File: src/rtl/task_router_and_steal_victim_select_defines.svh
// Assertion macros shared by the RTL files.
`ifndef TASK_ROUTER_AND_STEAL_VICTIM_SELECT_DEFINES_SVH
`define TASK_ROUTER_AND_STEAL_VICTIM_SELECT_DEFINES_SVH

// Check that cons holds in the same cycle as ante.
`define TRSVS_ASSERT_SAME(label, clk, rst_n, ante, cons) \
    label: assert property (@(posedge clk) disable iff (!rst_n) (ante) |-> (cons)) \
        else $error("same-cycle check failed");

// Check that cons holds in the cycle after ante.
`define TRSVS_ASSERT_NEXT(label, clk, rst_n, ante, cons) \
    label: assert property (@(posedge clk) disable iff (!rst_n) (ante) |=> (cons)) \
        else $error("next-cycle check failed");

`endif

File: src/rtl/trsvs_pkg.sv
package trsvs_pkg;

    localparam int ID_W   = 5;
    localparam int NW_W   = 6;
    localparam int KEY_W  = 64;
    localparam int MASK_W = 32;
    localparam int BITS_W = 7;
    localparam int TERM_W = 3;

    localparam int DEF_MAX_WORKERS = 32;
    localparam int HARD_CAP        = 32;

    localparam logic [KEY_W-1:0] FNV_BASIS = 64'hCBF29CE484222325;

    // FNV prime = 2^40 + 2^8 + 2^7 + 2^5 + 2^4 + 2^1 + 2^0
    localparam logic [TERM_W-1:0] NUM_TERMS = 3'd7;

    function automatic logic [5:0] term_shift(input logic [TERM_W-1:0] k);
        logic [5:0] s;
        unique case (k)
            3'd0:    s = 6'd0;
            3'd1:    s = 6'd1;
            3'd2:    s = 6'd4;
            3'd3:    s = 6'd5;
            3'd4:    s = 6'd7;
            3'd5:    s = 6'd8;
            3'd6:    s = 6'd40;
            default: s = 6'd0;
        endcase
        return s;
    endfunction

    typedef struct packed {
        logic busy;
        logic done;
    } mod_stat_t;

endpackage

File: src/rtl/task_router_and_steal_victim_select.sv
// From accept to m_valid: a map answered without hashing or a steal with no I/O workers goes
//   straight to the output; a hashed map runs the FNV shift-add terms, the serial remainder, output.
// A steal runs the serial remainder for the victim pointer, scans the candidates in turn, outputs.
// One transaction in flight; s_ready returns in the same cycle as m_valid rises; a finished
//   result waits in S_DONE while an earlier one is held by m_ready stalls.
// Reset: synchronous active-low aresetn; num_workers returns to 1, victim pointer to 0.
`include "task_router_and_steal_victim_select_defines.svh"

module task_router_and_steal_victim_select
    import trsvs_pkg::*;
#(
    parameter int MAX_WORKERS = DEF_MAX_WORKERS
) (
    input  logic              aclk,
    input  logic              aresetn,
    input  logic              cfg_we,
    input  logic [NW_W-1:0]   cfg_wdata,
    input  logic              s_valid,
    output logic              s_ready,
    input  logic              s_cmd,
    input  logic              s_task_valid,
    input  logic              s_submitter_valid,
    input  logic [ID_W-1:0]   s_submitter_id,
    input  logic [KEY_W-1:0]  s_hash_key,
    input  logic [ID_W-1:0]   s_idle_id,
    input  logic [MASK_W-1:0] s_nonempty_mask,
    output logic              m_valid,
    input  logic              m_ready,
    output logic [ID_W-1:0]   m_dest_worker,
    output logic              m_steal_found
);

    localparam int CAP = (MAX_WORKERS < HARD_CAP) ? MAX_WORKERS : HARD_CAP;

    typedef enum logic [4:0] {
        S_IDLE = 5'b00001,
        S_HASH = 5'b00010,
        S_MOD  = 5'b00100,
        S_SCAN = 5'b01000,
        S_DONE = 5'b10000
    } state_t;

    state_t            state_reg, state_next;
    logic [NW_W-1:0]   num_workers_reg;
    logic [ID_W-1:0]   victim_pointer_reg, victim_pointer_next;
    logic              steal_reg, steal_next;
    logic [KEY_W-1:0]  x_reg, x_next;
    logic [KEY_W-1:0]  acc_reg, acc_next;
    logic [TERM_W-1:0] term_reg, term_next;
    logic [ID_W-1:0]   idle_reg, idle_next;
    logic [MASK_W-1:0] mask_reg, mask_next;
    logic [ID_W-1:0]   idx_reg, idx_next;
    logic [ID_W-1:0]   steps_reg, steps_next;
    logic [ID_W-1:0]   res_dest_reg, res_dest_next;
    logic              res_found_reg, res_found_next;
    logic              m_valid_reg, m_valid_next;
    logic [ID_W-1:0]   m_dest_reg, m_dest_next;
    logic              m_found_reg, m_found_next;

    logic [NW_W-1:0]   n_sat32;
    logic [NW_W-1:0]   n_eff;
    logic [ID_W-1:0]   count;
    logic              accept;
    logic              out_free;
    logic              sub_local;
    logic [ID_W-1:0]   cand_id;
    logic              cand_hit;
    logic [ID_W-1:0]   idx_inc;

    logic              mod_start;
    logic [KEY_W-1:0]  mod_dividend;
    logic [BITS_W-1:0] mod_nbits;
    mod_stat_t         mod_stat;
    logic [ID_W-1:0]   mod_rem;

    assign n_sat32  = (num_workers_reg > NW_W'(HARD_CAP)) ? NW_W'(HARD_CAP) : num_workers_reg;
    assign n_eff    = (n_sat32 > NW_W'(CAP)) ? NW_W'(CAP) : n_sat32;
    assign count    = (n_eff > NW_W'(2)) ? ID_W'(n_eff - NW_W'(2)) : '0;
    assign s_ready  = (state_reg == S_IDLE);
    assign accept   = s_valid && s_ready;
    assign out_free = !m_valid_reg || m_ready;
    assign sub_local = s_submitter_valid && (s_submitter_id != '0) && (s_submitter_id <= count);
    assign cand_id  = idx_reg + 1'b1;
    assign cand_hit = (cand_id != idle_reg) && mask_reg[cand_id];
    assign idx_inc  = (cand_id == count) ? '0 : cand_id;

    always_comb begin
        state_next          = state_reg;
        victim_pointer_next = victim_pointer_reg;
        steal_next          = steal_reg;
        x_next              = x_reg;
        acc_next            = acc_reg;
        term_next           = term_reg;
        idle_next           = idle_reg;
        mask_next           = mask_reg;
        idx_next            = idx_reg;
        steps_next          = steps_reg;
        res_dest_next       = res_dest_reg;
        res_found_next      = res_found_reg;
        m_valid_next        = m_valid_reg;
        m_dest_next         = m_dest_reg;
        m_found_next        = m_found_reg;
        mod_start           = 1'b0;
        mod_dividend        = {victim_pointer_reg, {(KEY_W-ID_W){1'b0}}};
        mod_nbits           = BITS_W'(ID_W);

        if (m_valid_reg && m_ready) begin
            m_valid_next = 1'b0;
        end

        unique case (state_reg)
            S_IDLE: begin
                if (accept) begin
                    steal_next     = s_cmd;
                    idle_next      = s_idle_id;
                    mask_next      = s_nonempty_mask;
                    x_next         = FNV_BASIS ^ s_hash_key;
                    acc_next       = '0;
                    term_next      = '0;
                    res_dest_next  = '0;
                    res_found_next = 1'b0;
                    if (s_cmd) begin
                        if (count == '0) begin
                            state_next = S_DONE;
                        end else begin
                            mod_start  = 1'b1;
                            state_next = S_MOD;
                        end
                    end else if (!s_task_valid) begin
                        state_next = S_DONE;
                    end else if (sub_local) begin
                        res_dest_next = s_submitter_id;
                        state_next    = S_DONE;
                    end else if (count == '0) begin
                        state_next = S_DONE;
                    end else begin
                        state_next = S_HASH;
                    end
                end
            end
            S_HASH: begin
                acc_next  = acc_reg + (x_reg << term_shift(term_reg));
                term_next = term_reg + 1'b1;
                if (term_reg == NUM_TERMS - 1'b1) begin
                    mod_start    = 1'b1;
                    mod_dividend = acc_next;
                    mod_nbits    = BITS_W'(KEY_W);
                    state_next   = S_MOD;
                end
            end
            S_MOD: begin
                if (mod_stat.done) begin
                    if (steal_reg) begin
                        idx_next   = mod_rem;
                        steps_next = count;
                        state_next = S_SCAN;
                    end else begin
                        res_dest_next = mod_rem + 1'b1;
                        state_next    = S_DONE;
                    end
                end
            end
            S_SCAN: begin
                if (cand_hit) begin
                    res_dest_next       = cand_id;
                    res_found_next      = 1'b1;
                    victim_pointer_next = idx_inc;
                    state_next          = S_DONE;
                end else begin
                    idx_next   = idx_inc;
                    steps_next = steps_reg - 1'b1;
                    if (steps_reg == ID_W'(1)) begin
                        state_next = S_DONE;
                    end
                end
            end
            S_DONE: begin
                if (out_free) begin
                    m_valid_next = 1'b1;
                    m_dest_next  = res_dest_reg;
                    m_found_next = res_found_reg;
                    state_next   = S_IDLE;
                end
            end
            default: begin
                state_next = S_IDLE;
            end
        endcase
    end

    always_ff @(posedge aclk) begin
        if (!aresetn) begin
            state_reg          <= S_IDLE;
            num_workers_reg    <= NW_W'(1);
            victim_pointer_reg <= '0;
            m_valid_reg        <= 1'b0;
        end else begin
            state_reg          <= state_next;
            victim_pointer_reg <= victim_pointer_next;
            m_valid_reg        <= m_valid_next;
            if (cfg_we) begin
                num_workers_reg <= cfg_wdata;
            end
        end
        steal_reg     <= steal_next;
        x_reg         <= x_next;
        acc_reg       <= acc_next;
        term_reg      <= term_next;
        idle_reg      <= idle_next;
        mask_reg      <= mask_next;
        idx_reg       <= idx_next;
        steps_reg     <= steps_next;
        res_dest_reg  <= res_dest_next;
        res_found_reg <= res_found_next;
        m_dest_reg    <= m_dest_next;
        m_found_reg   <= m_found_next;
    end

    trsvs_mod_serial u_mod (
        .aclk      (aclk),
        .aresetn   (aresetn),
        .start     (mod_start),
        .dividend  (mod_dividend),
        .nbits     (mod_nbits),
        .divisor   (count),
        .stat      (mod_stat),
        .remainder (mod_rem)
    );

    assign m_valid       = m_valid_reg;
    assign m_dest_worker = m_dest_reg;
    assign m_steal_found = m_found_reg;

    `TRSVS_ASSERT_SAME(a_ptr_range, aclk, aresetn, 1'b1, victim_pointer_reg < ID_W'(30))
    `TRSVS_ASSERT_SAME(a_found_range, aclk, aresetn, m_valid_reg && m_found_reg,
        (m_dest_reg != '0) && (m_dest_reg <= ID_W'(30)))
    `TRSVS_ASSERT_SAME(a_scan_count, aclk, aresetn, state_reg == S_SCAN, count != '0)
    `TRSVS_ASSERT_SAME(a_mod_done_state, aclk, aresetn, mod_stat.done, state_reg == S_MOD)

endmodule

File: src/rtl/trsvs_mod_serial.sv
`include "task_router_and_steal_victim_select_defines.svh"

module trsvs_mod_serial
    import trsvs_pkg::*;
(
    input  logic              aclk,
    input  logic              aresetn,
    input  logic              start,
    input  logic [KEY_W-1:0]  dividend,
    input  logic [BITS_W-1:0] nbits,
    input  logic [ID_W-1:0]   divisor,
    output mod_stat_t         stat,
    output logic [ID_W-1:0]   remainder
);

    logic [KEY_W-1:0]  shift_reg, shift_next;
    logic [BITS_W-1:0] left_reg, left_next;
    logic [ID_W-1:0]   rem_reg, rem_next;
    logic [ID_W-1:0]   div_reg, div_next;
    logic              busy_reg, busy_next;
    logic              done_reg, done_next;
    logic [ID_W:0]     trial;

    always_comb begin
        shift_next = shift_reg;
        left_next  = left_reg;
        rem_next   = rem_reg;
        div_next   = div_reg;
        busy_next  = busy_reg;
        done_next  = 1'b0;
        trial      = {rem_reg, shift_reg[KEY_W-1]};
        if (start) begin
            shift_next = dividend;
            left_next  = nbits;
            rem_next   = '0;
            div_next   = divisor;
            busy_next  = 1'b1;
        end else if (busy_reg) begin
            if (trial >= {1'b0, div_reg}) begin
                rem_next = ID_W'(trial - {1'b0, div_reg});
            end else begin
                rem_next = trial[ID_W-1:0];
            end
            shift_next = {shift_reg[KEY_W-2:0], 1'b0};
            left_next  = left_reg - 1'b1;
            if (left_reg == BITS_W'(1)) begin
                busy_next = 1'b0;
                done_next = 1'b1;
            end
        end
    end

    always_ff @(posedge aclk) begin
        if (!aresetn) begin
            busy_reg <= 1'b0;
            done_reg <= 1'b0;
        end else begin
            busy_reg <= busy_next;
            done_reg <= done_next;
        end
        shift_reg <= shift_next;
        left_reg  <= left_next;
        rem_reg   <= rem_next;
        div_reg   <= div_next;
    end

    assign stat.busy = busy_reg;
    assign stat.done = done_reg;
    assign remainder = rem_reg;

    `TRSVS_ASSERT_SAME(a_rem_below_div, aclk, aresetn, busy_reg, rem_reg < div_reg)
    `TRSVS_ASSERT_NEXT(a_start_busy, aclk, aresetn, start, busy_reg)
    `TRSVS_ASSERT_SAME(a_done_not_busy, aclk, aresetn, done_reg, !busy_reg)

endmodule

File: config.mk
export PLATFORM = sky130hd
export DESIGN_NAME = task_router_and_steal_victim_select
export DESIGN_NICKNAME = d
export VERILOG_FILES = /design/src/rtl/trsvs_pkg.sv /design/src/rtl/task_router_and_steal_victim_select.sv /design/src/rtl/trsvs_mod_serial.sv
export VERILOG_INCLUDE_DIRS = /design/src /design/src/rtl
export SDC_FILE = /design/constraint.sdc
export NUM_CORES = 1
export LEC_CHECK = 0
export BUFFER_PORTS_ARGS = -buffer_cell sky130_fd_sc_hd__buf_4
export CAP_MARGIN = 40
export CORE_ASPECT_RATIO = 1.25
export CORE_MARGIN = 2
export CORE_UTILIZATION = 60
export CTS_BUF_LIST = sky130_fd_sc_hd__clkbuf_4 sky130_fd_sc_hd__clkbuf_8 sky130_fd_sc_hd__clkbuf_16
export CTS_CLUSTER_SIZE = 25
export DETAILED_ROUTE_END_ITERATION = 10
export PLACE_DENSITY = 0.87
export SLEW_MARGIN = 20
export SYNTH_ARGS = -nofsm -noshare
export SYNTH_HDL_FRONTEND = slang
export SYNTH_HIERARCHICAL = 1
export SYNTH_SLANG_ARGS = --single-unit
File: constraint.sdc
create_clock -name aclk -period 8.25 [get_ports aclk]
set_input_delay 0.4125 -clock aclk [delete_from_list [all_inputs] [get_ports aclk]]
set_output_delay 0.4125 -clock aclk [all_outputs]
set_load 0.05 [all_outputs]
==> results.py <==
metrics = {
    "clock_network": {
        "cts_setup_buffers": 0,
        "cts_sinks": 291,
        "cts_buffers": 30,
        "cts_root_buf": "clkbuf_16",
        "cts_buffer_depth": 3,
        "clk_pin_slew_ns": 0.07,
        "cts_tree": "done",
        "clk_latency_ns": 0.58,
        "ctsHtreeMaxLevel": 1,
    },
    "setup_path": {
        "cp_top_family": "compound AO/OA/AOI/OAI gates",
        "cp.depth": 21,
        "path_class": "flop to flop",
        "cpPeakStageDelay_ns": 0.74,
        "cp_num_buf_inv": 3,
        "worst-path-max-fanout": 24,
        "cp.arrival_ns": 7.07,
        "critPathCaptureType": "flop",
        "slowest_stage": "or4_1",
        "startpoint": "term_reg[0]",
        "path_cells": "inv_1, ha_1, buf_4, nand2b_1, o31a_2, buf_4, mux2i_1, nand2_1, a31oi_1, o22ai_1, o2bb2ai_1, ha_1, nand4_1, or4_1, nor3_1, o21ai_1, a31oi_1, o22ai_1, xor2_1, o21ai_1, mux2_2",
        "startpoint_type": "flop",
        "timing.rr.end": "u_mod/shift_reg[62]",
        "worstPathRequired_ns": 8.58,
        "rr_worst_depth": 21,
        "crit_end": "u_mod/shift_reg[62]",
        "r2r_start": "term_reg[0]",
        "r2r_setup_slack_ns": 1.50,
    },
    "detailed_routing": {
        "wl_per_cell_um": 22.41,
        "avgViaCountPerCell": 6.518,
        "drc": 0,
        "ant_nets": 0,
        "vias": 16300,
        "firstDrtPassIters": 7,
        "routed_wl_um": 56040,
        "drt_iter0_drc": 2091,
    },
    "synth": {
        "synthCells": 1960,
        "avgSynthCellArea_um2": 9.781,
        "syn-cell-area_um2": 19170,
        "yosys_warnings": 6,
    },
    "global_routing": {
        "grt_pass1_wl_um": 85460,
        "grt_overflow": 0,
        "grt_max_degree": 72,
        "antenna_found_initial": 0,
        "grt_pass1_vias": 15740,
        "grt_use_total": 0.3286,
    },
    "floorplan": {
        "initial_utilization": 0.6066,
        "pin_count": 128,
        "coreArea_um2": 31600,
        "rows": 73,
        "die_w_um": 163.9,
        "design.die.area_um2": 33410,
        "die_h_um": 203.9,
    },
    "finish": {
        "layout_common_cells": "267 x edfxtp_1, 237 x nand2_1, 183 x nor2_1",
        "fin_util": 0.6906,
        "drive_above_1_share": 0.1580,
        "nNetsFinal": 2271,
        "area_growth_pct": 13.85,
        "diodes": 0,
        "final_common_cell": "edfxtp_1",
    },
    "sta": {
        "worst_slack_ns": 1.502,
        "min_period_over_period": 0.8180,
        "post-route-min-period_ns": 6.748,
        "rsz0062_at_grt": "no",
        "hold_viol_final": 0,
        "tightest_slew_ns": 0.8948,
        "slew_headroom": 0.4020,
        "setup_tns_ns": 0,
        "setup_viol": 0,
        "fmax_mhz": 148.2,
        "finClkSkew_ns": 0.02129,
        "slew_viol_final": 0,
    },
    "power_and_ir_drop": {
        "vdd_drop_max_mv": 0.2626,
        "powerDensity_nw_per_um2": 469.1,
        "p_leak_nw": 8.498,
    },
    "run_status": {
        "status": "complete, no violations",
    },
    "placement": {
        "dp_hpwl_um": 40150,
        "place_ws_ns": 1.677,
        "gp_congestion": 1.032,
        "port_buffers": 127,
    },
    "flow_run": {
        "drv_cap": 0,
    },
    "hold_path": {
        "hold_path.class": "input pin to flop",
    },
}
[power by group]
| group | switching, mW | leakage [nW] | internal, mW |
|---|---|---|---|
| Clock | 0.604 | 0.549 | 0.883 |
| Sequential | 0.260 | 2.73 | 2.17 |
| Combinational | 4.11 | 5.21 | 2.21 |
| Total | 4.98 | 8.50 | 5.26 |
[worst register-to-register path, stage by stage (launching register included)]
cell and delay (ns):
edfxtp_1 0.44, inv_1 0.13, ha_1 0.16, buf_4 0.24, nand2b_1 0.21, o31a_2 0.56, buf_4 0.42, mux2i_1 0.42
nand2_1 0.10, a31oi_1 0.40, o22ai_1 0.22, o2bb2ai_1 0.20, ha_1 0.45, nand4_1 0.39, or4_1 0.75, nor3_1 0.23
o21ai_1 0.22, a31oi_1 0.26, o22ai_1 0.10, xor2_1 0.23, o21ai_1 0.09, mux2_2 0.27
[area by class of cell]
class / instances / area (um2)
fill: 2349 / 9777
multi-input combinational: 1479 / 9917
timing repair buffer: 183 / 1501
tap: 412 / 515.5
clock buffer: 37 / 874.6
sequential: 291 / 8498
inverter: 80 / 302.8
clock inverter: 19 / 216.5
[layer usage]
metal  track usage  up-vias  wire, um
li1              -     7463         -
met1        0.4111     7650     20990
met2        0.5458      953     26780
met3       0.05032      235      4821
met4        0.1808        0      3451
met5             0        -         0
[worst min-delay path by stage]
stage	end	depth (start not counted)	slack (ns)	from
6_report	x_reg[24]	1	0.006	s_hash_key[24]
5_1_grt	mask_reg[26]	1	-0.003	s_nonempty_mask[26]
4_1_cts	mask_reg[12]	1	0.0007	s_nonempty_mask[12]
3_5_place_dp	m_dest_worker[2]	0	0.43	res_dest_reg[2]
3_3_place_gp	m_dest_worker[1]	0	0.42	res_dest_reg[1]
2_1_floorplan	m_dest_worker[0]	0	0.40	res_dest_reg[0]
[what timing repair did]
action,CTS,global route
resized for setup,0,0
hold buffers,16,14
endpoints found under the hold margin,16,14
[through the flow]
stage	total power, mW	cell area, um2	instances	hold slack [ns]
floorplan	6.853	19180	1963	0.4003
global placement	8.377	20360	2412	0.4163
detailed placement	8.465	20380	2413	0.4343
CTS	10.02	21630	2485	0.0007035
global route	10.83	21830	2501	-0.002709
finish	10.24	21830	2501	0.006457
(Power assumes the default switching activity.)
